File: config.mk
export PLATFORM = sky130hd
export DESIGN_NAME = sv39_page_table_walker
export DESIGN_NICKNAME = d
export VERILOG_FILES = /design/src/design/sv39ptw_pkg.sv /design/src/design/sv39_page_table_walker.sv
export SDC_FILE = /design/constraint.sdc
export NUM_CORES = 1
export LEC_CHECK = 0
export BUFFER_PORTS_ARGS = -buffer_cell sky130_fd_sc_hd__buf_2
export CELL_PAD_IN_SITES_DETAIL_PLACEMENT = 1
export CELL_PAD_IN_SITES_GLOBAL_PLACEMENT = 1
export CORE_ASPECT_RATIO = 0.9
export CORE_MARGIN = 1
export CORE_UTILIZATION = 35
export CTS_CLUSTER_SIZE = 25
export DETAILED_ROUTE_END_ITERATION = 8
export PLACE_DENSITY = 0.8
export SLEW_MARGIN = 20
export SYNTH_ARGS = -nofsm -noshare
export SYNTH_HDL_FRONTEND = slang
export SYNTH_SLANG_ARGS = --single-unit
export TNS_END_PERCENT = 5
File: constraint.sdc
create_clock -name clk -period 9.2 [get_ports clk]
set_clock_uncertainty 0.1 [all_clocks]
set_input_delay 0.92 -clock clk [delete_from_list [all_inputs] [get_ports clk]]
set_output_delay 0.92 -clock clk [all_outputs]
set_load 0.05 [all_outputs]
File: src/design/sv39ptw_pkg.sv
package sv39ptw_pkg;

    localparam int LEVELS     = 3;
    localparam int LEVEL_W    = 2;
    localparam int PAGE_SHIFT = 12;
    localparam int VPN_W      = 9;
    localparam int VA_BITS    = PAGE_SHIFT + VPN_W * LEVELS;
    localparam int PPN_W      = 44;
    localparam int ADDR_W     = 64;
    localparam int DATA_W     = 64;
    localparam int PADDR_W    = 4;

    // func codes
    localparam logic FUNC_REQUEST  = 1'b0;
    localparam logic FUNC_RESPONSE = 1'b1;

    // access kinds, also the fault codes
    localparam logic [1:0] ACC_FETCH = 2'd0;
    localparam logic [1:0] ACC_LOAD  = 2'd1;
    localparam logic [1:0] ACC_STORE = 2'd2;

    // register index, taken from paddr[3]
    localparam logic CFG_PAGING_ENABLE = 1'b0;
    localparam logic CFG_ROOT_PPN      = 1'b1;

    typedef enum logic [1:0] {
        RES_READ  = 2'd0,
        RES_DONE  = 2'd1,
        RES_FAULT = 2'd2
    } result_kind_t;

    typedef struct packed {
        result_kind_t       kind;
        logic [ADDR_W-1:0]  addr;
        logic [1:0]         code;
    } result_t;

endpackage

File: src/design/sv39_page_table_walker.sv
// sv39 page table walker
//
// input channel (in_valid / in_stall): one beat is either a translate request
// (func = 0: virtual_address, access_kind) or a page table entry response
// (func = 1: pte_data, bus_error). output channel (out_valid / out_stall):
// one beat is an entry read request, a finished translation or a page fault.
// the user sends every entry read request to memory and returns its data as a
// response beat; requests seen during a walk and responses seen while idle are
// dropped without a result.
//
// every input beat is decided in the cycle it is accepted and its result is
// registered in the output register, or in the skid register behind it while
// the output register holds a stalled beat. the block takes one beat per cycle
// while in_stall is low. a skid register holds one more result; in_stall rises
// only while both are full, i.e. after the receiver stalled with a beat waiting.
//
// reset clears both config registers (paging off, root ppn zero), ends any
// walk and empties the output and skid registers.
// config: apb, register 0 at 0x0 (paging_enable), register 1 at 0x8 (root ppn)
module sv39_page_table_walker (
    input  logic                            clk,
    input  logic                            rst_n,
    input  logic                            in_valid,
    output logic                            in_stall,
    input  logic                            func,
    input  logic [63:0]                     virtual_address,
    input  logic [1:0]                      access_kind,
    input  logic [63:0]                     pte_data,
    input  logic                            bus_error,
    output logic                            out_valid,
    input  logic                            out_stall,
    output logic [1:0]                      result_kind,
    output logic [63:0]                     address_out,
    output logic [1:0]                      fault_code,
    input  logic                            psel,
    input  logic                            penable,
    input  logic                            pwrite,
    input  logic [sv39ptw_pkg::PADDR_W-1:0] paddr,
    input  logic [sv39ptw_pkg::DATA_W-1:0]  pwdata,
    output logic [sv39ptw_pkg::DATA_W-1:0]  prdata,
    output logic                            pready
);
    import sv39ptw_pkg::*;

    // config registers
    logic              paging_en_reg;
    logic [PPN_W-1:0]  root_ppn_reg;
    logic              cfg_wr;

    // walk state
    logic               busy_reg, busy_next;
    logic [LEVEL_W-1:0] level_reg, level_next;
    logic [VA_BITS-1:0] vaddr_reg, vaddr_next;
    logic [1:0]         access_reg, access_next;

    // output register and skid register
    logic    out_valid_reg, out_valid_next;
    result_t out_reg, out_next;
    logic    skid_valid_reg, skid_valid_next;
    result_t skid_reg, skid_next;

    logic    accept;
    logic    out_fire;
    logic    res_valid;
    result_t res;

    logic [63:0]      pte;
    logic             pte_v, pte_r, pte_w, pte_x;
    logic [PPN_W-1:0] pte_ppn;
    logic [1:0]       fault_kind;

    // entry address: table base plus vpn of this level times eight
    function automatic logic [ADDR_W-1:0] entry_addr(
        input logic [PPN_W-1:0]   ppn,
        input logic [VA_BITS-1:0] va,
        input logic [LEVEL_W-1:0] lvl
    );
        logic [VA_BITS+VPN_W-1:0] ext;
        logic [VPN_W-1:0]         vpn;
        ext = {{VPN_W{1'b0}}, va};
        vpn = ext[PAGE_SHIFT + VPN_W * lvl +: VPN_W];
        return ADDR_W'({ppn, {PAGE_SHIFT{1'b0}}}) + ADDR_W'({vpn, 3'b000});
    endfunction

    // leaf address: superpages keep the lower page numbers of the va
    function automatic logic [ADDR_W-1:0] leaf_addr(
        input logic [PPN_W-1:0]   ppn,
        input logic [VA_BITS-1:0] va,
        input logic [LEVEL_W-1:0] lvl
    );
        logic [5:0]        keep;
        logic [ADDR_W-1:0] low;
        keep = 6'(PAGE_SHIFT + VPN_W * lvl);
        low  = ~({ADDR_W{1'b1}} << keep);
        return (ADDR_W'({ppn, {PAGE_SHIFT{1'b0}}}) & ~low) | (ADDR_W'(va) & low);
    endfunction

    // apb config port, no wait states
    assign pready = 1'b1;
    assign cfg_wr = psel && penable && pwrite;

    always_ff @(posedge clk or negedge rst_n)
    begin
        if (!rst_n)
        begin
            paging_en_reg <= 1'b0;
            root_ppn_reg  <= '0;
        end
        else if (cfg_wr)
        begin
            unique case (paddr[3])
                CFG_PAGING_ENABLE: paging_en_reg <= pwdata[0];
                CFG_ROOT_PPN:      root_ppn_reg  <= pwdata[PPN_W-1:0];
                default:           ;
            endcase
        end
    end

    always_comb
    begin
        unique case (paddr[3])
            CFG_PAGING_ENABLE: prdata = DATA_W'(paging_en_reg);
            CFG_ROOT_PPN:      prdata = DATA_W'(root_ppn_reg);
            default:           prdata = '0;
        endcase
    end

    // handshakes: stall only while the skid register holds a beat
    assign in_stall = skid_valid_reg;
    assign accept   = in_valid && !skid_valid_reg;
    assign out_fire = out_valid_reg && !out_stall;

    // entry decode, a bus error reads as an all-zero entry
    assign pte     = bus_error ? 64'd0 : pte_data;
    assign pte_v   = pte[0];
    assign pte_r   = pte[1];
    assign pte_w   = pte[2];
    assign pte_x   = pte[3];
    assign pte_ppn = pte[10 +: PPN_W];

    // access kind three faults as a store
    assign fault_kind = (access_reg > ACC_STORE) ? ACC_STORE : access_reg;

    // walk step for the accepted beat
    always_comb
    begin
        busy_next     = busy_reg;
        level_next    = level_reg;
        vaddr_next    = vaddr_reg;
        access_next   = access_reg;
        res_valid     = 1'b0;
        res           = '{kind: RES_READ, addr: '0, code: ACC_FETCH};

        if (accept)
        begin
            if (func == FUNC_REQUEST)
            begin
                if (!busy_reg)
                begin
                    res_valid = 1'b1;
                    if (!paging_en_reg)
                    begin
                        // pass through
                        res.kind = RES_DONE;
                        res.addr = virtual_address;
                    end
                    else
                    begin
                        busy_next     = 1'b1;
                        level_next    = LEVEL_W'(LEVELS - 1);
                        vaddr_next    = virtual_address[VA_BITS-1:0];
                        access_next   = access_kind;
                        res.kind      = RES_READ;
                        res.addr      = entry_addr(root_ppn_reg,
                                                   virtual_address[VA_BITS-1:0],
                                                   LEVEL_W'(LEVELS - 1));
                    end
                end
            end
            else if (busy_reg)
            begin
                res_valid = 1'b1;
                if (!pte_v || (!pte_r && pte_w))
                begin
                    // invalid entry
                    busy_next = 1'b0;
                    res.kind  = RES_FAULT;
                    res.code  = fault_kind;
                end
                else if (pte_r || pte_x)
                begin
                    busy_next = 1'b0;
                    res.kind  = RES_DONE;
                    res.addr  = leaf_addr(pte_ppn, vaddr_reg, level_reg);
                end
                else if (level_reg == '0)
                begin
                    // pointer with no level left
                    busy_next = 1'b0;
                    res.kind  = RES_FAULT;
                    res.code  = fault_kind;
                end
                else
                begin
                    level_next    = level_reg - 1'b1;
                    res.kind      = RES_READ;
                    res.addr      = entry_addr(pte_ppn, vaddr_reg, level_reg - 1'b1);
                end
            end
        end
    end

    // output register with skid behind it
    always_comb
    begin
        out_valid_next  = out_valid_reg;
        out_next        = out_reg;
        skid_valid_next = skid_valid_reg;
        skid_next       = skid_reg;
        if (skid_valid_reg)
        begin
            if (out_fire)
            begin
                out_next        = skid_reg;
                skid_valid_next = 1'b0;
            end
        end
        else if (!out_valid_reg || out_fire)
        begin
            out_valid_next = res_valid;
            out_next       = res;
        end
        else if (res_valid)
        begin
            skid_valid_next = 1'b1;
            skid_next       = res;
        end
    end

    always_ff @(posedge clk or negedge rst_n)
    begin
        if (!rst_n)
        begin
            busy_reg       <= 1'b0;
            level_reg      <= '0;
            out_valid_reg  <= 1'b0;
            skid_valid_reg <= 1'b0;
        end
        else
        begin
            busy_reg       <= busy_next;
            level_reg      <= level_next;
            out_valid_reg  <= out_valid_next;
            skid_valid_reg <= skid_valid_next;
        end
    end

    always_ff @(posedge clk)
    begin
        vaddr_reg    <= vaddr_next;
        access_reg   <= access_next;
        out_reg      <= out_next;
        skid_reg     <= skid_next;
    end

    assign out_valid   = out_valid_reg;
    assign result_kind = out_reg.kind;
    assign address_out = out_reg.addr;
    assign fault_code  = out_reg.code;

endmodule

# == Word level (Yosys, flattened, before mapping) ==
# Cells that the tools add are included.
# classes
n_addsub,5
n_mul,2
magnitude_cmp,1
eq_ne,6
n_shift,2
mux,42
bitwise_logic,10
n_reduce_logical,23
# op_table
op,n
2-to-1 mux 68 bit,5
2-to-1 mux 66 bit,2
2-to-1 mux 65 bit,2
inverter 64 bit,2
one-hot mux 64 bit (2 select lines),1
adder 56 x 12 -> 57 bit,2
AND 39 x 64 -> 64 bit,1
AND 56 x 64 -> 64 bit,1
2-to-1 mux 64 bit,1
bitwise OR 64 bit,1
<< shifter 64 x 6 -> 64 bit (first input constant),1
2-to-1 mux 57 bit,1
2-to-1 mux 54 bit,1
variable part select 48 x 8 -> 9 bit,1
2-to-1 mux 2 bit,14
2-to-1 mux 1 bit,15
multiplier 4 x 2 -> 6 bit (first input constant),2
!= test 2 bit (second input constant),4
AND reduction 2 bit,4
adder 4 x 6 -> 7 bit (first input constant),1
AND reduction 7 bit,1
adder 4 x 6 -> 6 bit (first input constant),1
logical AND 1 bit,5
zero test 1 bit,5
other kinds (9),17
# word_totals
regBits,227

# == Depth between registers and ports, before layout ==
# Gate-level depths: netlist of run 1.
# depth
word_depth,14
mapped_depth,8
depth_no_buf,6

# == Worst setup path after synthesis of run 1 ==
# No wires, ideal clock.
# synth_timing
path_type,in2reg
startpoint,input out_stall
endpoint,"register out_reg (netlist bit address_out[0]), enable pin"
setup_time_ns,0.525
t_arrival_ns,4.439
t_required_ns,8.575
setup_slack_ns,4.136
cell_stages,1
path_buffers,0
path_cell_list,mux2i_1
# synth_between
elab_chain_len,5
# synth_lines
item,line,text
"start, declared",sv39_page_table_walker.sv:31,"input logic out_stall,"
zero test 1 bit (*),sv39_page_table_walker.sv:131,assign out_fire = out_valid_reg && !out_stall;
logical AND 1 bit (*),sv39_page_table_walker.sv:131,
logical OR 1 bit,sv39_page_table_walker.sv:228,else if (!out_valid_reg || out_fire)
nonzero test 2 bit (no line),--,
AND reduction 2 bit (no line) (*),--,
"end signal, assigned",sv39_page_table_walker.sv:262,out_reg <= out_next;
"end, declared",sv39_page_table_walker.sv:58,"result_t out_reg, out_next;"
# Mark *: on every way between the ends. The rest lies on a longest branch, timed or not.
# A chain may end at the register's enable or synchronous reset.

# == Final worst setup path of run 1 ==
# layout_timing
startpoint,register busy_reg
endpoint,"register skid_reg[48] (netlist bit), enable pin"
# layout_between
elab_chain_len,4
# layout_lines
item,line,text
"start, declared",sv39_page_table_walker.sv:51,"logic busy_reg, busy_next;"
"start signal, assigned",sv39_page_table_walker.sv:251,busy_reg <= busy_next;
2-to-1 mux 1 bit (on tied branches),"sv39_page_table_walker.sv:158, sv39_page_table_walker.sv:180",
2-to-1 mux 1 bit (*),sv39_page_table_walker.sv:156,if (func == FUNC_REQUEST)
2-to-1 mux 1 bit (*),sv39_page_table_walker.sv:154,if (accept)
AND reduction 3 bit (no line) (*),--,
"end signal, assigned",sv39_page_table_walker.sv:263,skid_reg <= skid_next;
"end, declared",sv39_page_table_walker.sv:60,"result_t skid_reg, skid_next;"
# Marked as above.

==> results of run 1 <==
[cells by family (layout without fill, tap and decap cells)]
family / Yosys count / in the layout / share of synthesized area (%)
flops: 227 / 227 / 59.9
buf+inv: 90 / 350 / 4.00
other cells: 2 / 34 / 0.0686
compound gates: 181 / 181 / 12.1
simple gates: 241 / 241 / 10.6
fa+ha+maj: 8 / 8 / 0.914
mux: 129 / 129 / 12.4
[power by group through the flow]
stage	combinational (µW)	sequential, µW	clock, µW
2_1_floorplan	685	1910	0
3_3_place_gp	1460	1510	0
3_5_place_dp	1490	1520	0
4_1_cts	1500	1500	1090
5_1_grt	1580	1530	1120
6_report	1500	1500	1070
[final cells by class]
class	count	area, µm²	area share (%)
Antenna cell	13	32.5	0.239
Clock buffer	39	791	5.82
Clock inverter	10	100	0.737
Inverter	8	30.0	0.221
Multi-Input combinational cell	580	4060	29.8
Sequential cell	227	6570	48.4
Tap cell	409	512	3.77
Timing Repair Buffer	293	1500	11.0
[cells in the final DEF (no fill, tap or decap), types with 7 or more instances in the layout]
cell type	n
o21a_1	9
clkbuf_8	7
buf_4	12
ha_1	8
buf_2	281
o2bb2ai_1	18
inv_1	7
o221ai_1	9
o21ai_0	26
a21oi_1	23
clkbuf_16	27
a221o_1	22
mux2i_1	81
nand2_1	38
mux2_2	46
nor2_1	116
diode_2	13
and3_1	10
conb_1	21
edfxtp_1	177
and2_1	46
a32oi_1	14
o22ai_1	11
dfrtp_1	47
a31oi_1	19
a21o_1	13
[final timing paths]
kind / start / end / slack (ns) / cells after the start
min in group asynchronous: rst_n / level_reg[1] / 0.43 / 2
min: skid_reg[63] / address_out[61] / 0.42 / 1
max: busy_reg / skid_reg[48] / 5.89 / 4
min reg2reg: skid_reg[63] / address_out[61] / 0.42 / 1
max in group asynchronous: rst_n / paging_en_reg / 7.99 / 2
max reg2reg: busy_reg / skid_reg[48] / 5.89 / 4
[stage by stage]
step                area (µm²)  cells  util (%)
global route             13600   1575      44.0
detailed placement       12700   1517      41.1
floorplan                11000    897         -
CTS                      13600   1566      44.0
global placement         12700   1517      41.1
finish                   13600   1579      44.1
[worst reg2reg max path, stage by stage (launching register included)]
cell     delay, ns
dfrtp_2       1.07
inv_1         0.27
ha_1          0.38
nor2_1        0.15
and3_4        0.92
[layer usage]
metal | wire length [µm] | share of wire, % | vias up | track usage [%]
met5 | 10 | 0.027 | - | 0
met2 | 16900 | 46 | 365 | 34.9
met1 | 15900 | 44 | 4255 | 30.2
li1 | - | - | 3799 | -
met3 | 2410 | 6.6 | 75 | 4.35
met4 | 1260 | 3.5 | 2 | 8.42
==> results.cfg, run 1 <==
[run_status]
status = complete, no violations

[power]
clkPwrFrac_pct = 26.4
seqPwrFrac_pct = 36.9
p_leak_uw = 0.00581
p_sw_uw = 1660
p_int_uw = 2410
swShare_pct = 40.8
power_uw = 4070
cellPowerDensity_nw_per_um2 = 300
pwr-share-comb_pct = 36.8
peakVddDrop_v = 0.000203

[placed_design]
hpwl_um = 25700
post-place-ws_ns = 5.59
place_congestion = 0.873
port_buffers = 281

[synth]
yosysTopAreaCell = edfxtp_1
yosys_warnings = 0
yosysSeqAreaShare_pct = 59.9
synthArstFlopShare_pct = 22.0
yosysMostFrequentCell = edfxtp_1
ys_seq_elements = 227
synth_common_cells = edfxtp_1, nor2_1, mux2i_1, dfrtp_1
syn-instance-count = 878
mappedNetlistArea_um2 = 11000
ys.flop_type = edfxtp_1
synth-edff-count = 177
avgSynthCellArea_um2 = 12.5
synth_area_leaders = edfxtp_1, dfrtp_1, mux2i_1, mux2_2, nor2_1
post-synth-top-area-fraction_pct = 48.5
ys_types = 53

[setup_path]
crit_type = reg -> reg
path_buf_inv = 1
critPathLaunchType = flop
cp_max_fo = 68
max_stage_delay_ns = 1.07
slowest_stage = dfrtp_2
crit_arrival_ns = 3.35
worst_setup_path_end_kind = flop
cpLargestDelayFamily = flip-flops
cp_cell_sequence = inv_1 -> ha_1 -> nor2_1 -> and3_4
required_ns = 9.25

[timing]
setup_slack_ns = 5.89
setup_violations = 0
min_period_over_period_pct = 35.9
finalMaxSlewViolations = 0
finalSetupTns_ns = 0
slew_headroom_pct = 22.2
grt_setup_unrepaired = no
worstMarginPinSlew_ns = 1.16
fin_crit_ns = 3.31
fmax_mhz = 303
hold_violations = 0
holdWs_ns = 0.421

[global_routing]
antenna_found_initial = 11
track_usage_pct = 22.2
grt_overflow_total = 0
grt_start_max_net_pins = 74
grt_pass1_wl_um = 53600
grt_pass1_vias = 8690

[layout]
area_delta_synth_final_pct = 24.1
fillers = 3375
largest_reg_flops = 68
nets = 1352
drive_above_1_share_pct = 34.4

[min_path]
min_path_type = reg -> reg

[routing]
wl_per_cell_um = 23.1
final_antenna_net_count = 0
viasPerCell = 5.38
first_iter_violations = 504
drt-total-wl_um = 36500
firstDrtPassIters = 5
vias = 8496
drc_errors = 0

[clock_network]
htree_levels = 1
clockRootBuffer = clkbuf_16
cts_tree = done
ctsHoldBuffers = 0
clkLatencyLatePin_ns = 0.54
clk_path_buf_depth = 3
path_clk_slew_ns = 0.06
postCtsSetupBuffers = 0
cts.repair.resized = 0
cts.sinks = 227
cts_buffers = 27

[job]
drv_cap = 0

[floorplan]
die_height_um = 170
core_area_um2 = 30800
initial_core_util_pct = 35.5
pin_count = 342
fp-row-count = 61
dieArea_um2 = 32000
die-width_um = 188
(Power assumes the default switching activity.)
==> inputs of run 2 (changes only) <==
- clock period: 9.2 -> 3.3 ns (I/O delays scaled with it)
==> run 2 against run 1 <==
  * Sequential cell count stayed put
  * Global-route usage is 1.5 points higher
  * Power rose to 2.8 times the previous value
  * Largest power group is now combinational cells
  * Register-to-register slack lost 5.4 ns
  * Utilization increased by 3.0 points
  * Wire length up 6.8%
  * Non-clock buffer count up 107
  * First-iteration DRC count up 21%
  * Die area did not move
  * Critical path depth grew 3
  * The flow now finishes with violations (DRC)
  * Fmax is 19% higher
  * Count of clock-buffer cells in the layout down 5
==> results.cfg, run 2 (synthesized netlist as in run 1, its figures left out) <==
[placed_design]
port_buffers = 281
placed_cell_area_um2 = 12900
dp.cells = 1537
hpwl_um = 26900
place_congestion = 0.884

[layout]
largest_reg_flops = 68
nets = 1457
fillers = 3338
stdcell_count = 1675
stdcell_area_um2 = 14500
area_delta_synth_final_pct = 32.6
fin_util_pct = 47.1
layout_commonest_cell = buf_2
most-common-layout-cells = buf_2, edfxtp_1, nor2_1
drive_above_1_share_pct = 32.6

[clock_network]
htree_levels = 1
cts.sinks = 227
path_clk_slew_ns = 0.06
cts_buffers = 25
cts_tree = done
clockRootBuffer = clkbuf_16
clkLatencyLatePin_ns = 0.54
cts.repair.resized = 0
clk_path_buf_depth = 3

[timing]
finalMaxSlewViolations = 0
finalSetupTns_ns = 0
worstMarginPinSlew_ns = 0.822
min_period_over_period_pct = 84.3
grt_setup_unrepaired = no
fin_crit_ns = 2.78
hold_violations = 0
fmax_mhz = 360
slew_headroom_pct = 45.0
setup_violations = 0

[power]
pwr-share-comb_pct = 39.1
cellPowerDensity_nw_per_um2 = 778
p_leak_uw = 0.00623
clkPwrFrac_pct = 23.8
swShare_pct = 41.6
seqPwrFrac_pct = 37.1
p_int_uw = 6600
p_sw_uw = 4700
power_uw = 11300
peakVddDrop_v = 0.000459

[setup_path]
required_ns = 3.42
crit_arrival_ns = 2.91
critPathLaunchType = flop
crit_type = reg -> reg
cp_max_fo = 8
worst_setup_path_end_kind = flop

[global_routing]
grt_pass1_wl_um = 57500
antenna_found_initial = 8
grt_pass1_vias = 9192
track_usage_pct = 23.7
grt_overflow_total = 0
grt_start_max_net_pins = 54

[floorplan]
initial_core_util_pct = 35.5
core_area_um2 = 30800
dieArea_um2 = 32000
pin_count = 342
fp-row-count = 61
die-width_um = 188
die_height_um = 170

[run_status]
status = complete, but fails checks
violations = DRC

[routing]
vias = 8981
first_iter_violations = 609
final_antenna_net_count = 0
drt-total-wl_um = 38900
viasPerCell = 5.36
firstDrtPassIters = 7
drc_errors = 2
wl_per_cell_um = 23.3

[min_path]
min_path_type = in -> reg

[job]
drv_cap = 0
run 2: area by class of cell:
type	count	area [µm²]	area share, %
Tap cell	409	512	3.52
Antenna cell	7	17.5	0.121
Clock inverter	10	75.1	0.517
Multi-Input combinational cell	580	4060	27.9
Clock buffer	34	689	4.75
Sequential cell	227	6570	45.3
Timing Repair Buffer	400	2570	17.7
Inverter	8	30.0	0.207
run 2: final timing paths:
check | to | cells past startpoint | start | slack [ns]
worst max-delay path | address_out[3] | 7 | level_reg[0] | 0.52
worst min-delay path | address_out[51] | 2 | pte_data[49] | 0.03
worst max register to register | address_out[3] | 7 | level_reg[0] | 0.52
worst min register to register | address_out[61] | 1 | skid_reg[63] | 0.42
max in group asynchronous | root_ppn_reg[24] | 3 | rst_n | 2.02
min in group asynchronous | root_ppn_reg[39] | 2 | rst_n | 0.32
run 2: timing repair:
action,CTS,global route
hold endpoints to repair,114,0
hold buffers,87,0
setup buffers,0,0
run 2: critical path, stage by stage (launching register included):
cell and delay [ns]:
dfrtp_1 0.46, inv_1 0.18, ha_1 0.53, buf_4 0.24
mux2i_1 0.20, o2bb2ai_1 0.11, a311oi_1 0.46, o21ai_0 0.18
run 2: power by group through the flow:
| stage | Clock, µW | Sequential (µW) | Combinational (µW) |
|---|---|---|---|
| 2_1_floorplan | 0 | 5300 | 1920 |
| 3_3_place_gp | 0 | 4210 | 4200 |
| 3_5_place_dp | 0 | 4240 | 4290 |
| 4_1_cts | 2730 | 4190 | 4390 |
| 5_1_grt | 2830 | 4250 | 4640 |
| 6_report | 2680 | 4190 | 4420 |
run 2: through the flow:
stage               setup WS [ns]  hold WS [ns]
global placement            0.705         0.359
floorplan                  -0.123       -0.0656
finish                      0.519        0.0312
detailed placement          0.635         0.352
global route                0.327        0.0155
CTS                         0.538       0.00654
run 2: layer usage:
metal / routed length, µm / global-route usage, % / up-vias
met1: 17200 / 32.5 / 4561
met3: 2130 / 3.82 / 64
met4: 1060 / 7.05 / 2
met2: 18600 / 38.5 / 362
met5: 10 / 0 / -
li1: - / - / 3992
==> inputs of run 3 (changes only) <==
- ABC_AREA: default -> 1
- PLACE_DENSITY: 0.8 -> 0.86
- clock period: 3.3 -> 2.3 ns (I/O delays scaled with it)
==> run 3 against run 2 <==
  * The run now ends clean
  * Sequential cell count unchanged
  * Count of clock-buffer cells in the layout decreased by 1
  * Via count increased by 19%
  * Critical path type is now reg -> out
  * Critical endpoint is now prdata[0]
==> results.cfg, run 3 <==
[routing]
wl_met3_um = 2840
met1_length_um = 18300
vias = 10706
routed-wl-met2_um = 21600
final_antenna_net_count = 0
first_iter_violations = 608
drc_errors = 0
wl_per_cell_um = 20.8
routed.top_layer = met5
drt-total-wl_um = 44100
viasPerCell = 5.05
firstDrtPassIters = 5

[floorplan]
die-width_um = 194
initial_core_util_pct = 35.9
die_height_um = 174
pin_count = 342
dieArea_um2 = 33800
fp-row-count = 62
core_area_um2 = 32200

[setup_path]
worst_setup_path_end_kind = primary output
slowest_stage = dfrtp_2
max_stage_delay_ns = 0.42
required_ns = 1.97
worstRegToRegCells = 12
cp_cell_sequence = inv_2 -> buf_12 -> o21ai_0 -> buf_2
cp_max_fo = 25
crit_type = reg -> out
critPathLaunchType = flop
crit_arrival_ns = 1.91

[run_status]
status = complete, no violations

[layout]
area_delta_synth_final_pct = 33.7
drive_above_1_share_pct = 25.6
largest_reg_flops = 68
stdcell_area_um2 = 15500
stdcell_count = 2122
most-common-layout-cells = nand2_1, buf_2, edfxtp_1
layout_commonest_cell = nand2_1
nets = 1894

[placed_design]
place_congestion = 0.854
hpwl_um = 29000
post-place-ws_ns = 0.0922
dp.cells = 1964
port_buffers = 281
placed_cell_area_um2 = 13500

[global_routing]
track_usage_pct = 25.9
grt_pass1_vias = 11791
grt_start_max_net_pins = 71
antenna_found_initial = 8
grt_overflow_total = 0
grt_pass1_wl_um = 67200

[timing]
setup_slack_ns = 0.0571
finalMaxSlewViolations = 0
worstMarginPinSlew_ns = 0.928
setup_violations = 0
hold_violations = 0
slew_headroom_pct = 38.1
grt_setup_unrepaired = yes
fin_crit_ns = 2.24
min_period_over_period_pct = 97.5
fmax_mhz = 446

[clock_network]
clk_path_buf_depth = 3
cts.sinks = 227
clockRootBuffer = clkbuf_16
cts_tree = done
postCtsSetupBuffers = 0
path_clk_slew_ns = 0.07
clkLatencyLatePin_ns = 0.55
cts_buffers = 27
htree_levels = 1

[synth]
synth-edff-count = 177
yosys_warnings = 0
synth_area_leaders = edfxtp_1, nand2_1, dfrtp_1, inv_1, mux2_2
yosysSeqAreaShare_pct = 56.8
ys.flop_type = edfxtp_1
ys_types = 32
avgSynthCellArea_um2 = 8.92
ys_seq_elements = 227
syn-instance-count = 1296
mappedNetlistArea_um2 = 11600
synth_common_cells = nand2_1, edfxtp_1, inv_1, nor2_1, nand3_1
yosysMostFrequentCell = nand2_1
post-synth-top-area-fraction_pct = 46.0
yosysTopAreaCell = edfxtp_1
synthArstFlopShare_pct = 22.0

[power]
p_leak_uw = 0.00786
cellPowerDensity_nw_per_um2 = 723
peakVddDrop_v = 0.000500
power_uw = 11200

[job]
drv_cap = 0

[min_path]
hold_depth = 5
min_path_type = in -> reg
run 3: layout make-up:
cell class                      instances  area [µm²]
Clock buffer                           33         708
Sequential cell                       227        6570
Antenna cell                            6        15.0
Clock inverter                         17         190
Multi-Input combinational cell        851        4040
Tap cell                              416         520
Fill cell                            3739       16700
Inverter                              149         567
Timing Repair Buffer                  423        2860
run 3: cells by family after synthesis:
kind of cell	synth area share, %
muxes	4.19
DFF	56.8
AOI/OAI and AO/OA	5.67
adders and majority gates	0.866
and+or+nand+nor	23.1
buffers and inverters	9.35
other	0.0650
run 3: path summary, 6_finish.rpt:
check | from | end | slack (ns)
worst max-delay path | paging_en_reg | prdata[0] | 0.06
worst min-delay path | pte_data[41] | address_out[43] | 0.02
worst max register to register | level_reg[0] | skid_reg[24] | 0.13
worst min register to register | skid_reg[9] | address_out[7] | 0.42
max in group asynchronous | rst_n | root_ppn_reg[35] | 1.15
min in group asynchronous | rst_n | root_ppn_reg[11] | 0.26
run 3: report_power, final:
part           total (µW)  internal [µW]  switching [µW]
clock                4430           2640            1790
combinational        1990            693            1290
sequential           4770           4560             206
run 3: through the flow:
step | utilization (%) | hold WS [ns] | setup TNS [ns]
floorplan | - | -0.166 | -29.08
global placement | 42.0 | 0.311 | 0
detailed placement | 42.0 | 0.306 | 0
CTS | 48.0 | 0.000460 | 0
global route | 48.0 | 0.0457 | -0.0836
finish | 48.0 | 0.0248 | 0
run 3: per-layer routing:
layer / GRT usage [%] / vias to the layer above
met4: 9.50 / 4
met1: 32.0 / 5274
met2: 44.9 / 418
met3: 4.91 / 86
li1: - / 4924
met5: 0 / -
run 3: worst max-delay path, delay by kind of cell (launching register included):
kind	cells	cell delay, ns
buffers and inverters	3	0.83
AOI/OAI and AO/OA	1	0.10
DFF	1	0.42
run 3: repair_timing:
action	in CTS	in global routing
pin swaps	0	0
hold buffers	102	0
setup endpoints to repair	1	21
endpoints found under the hold margin	136	0
resized for setup	1	3
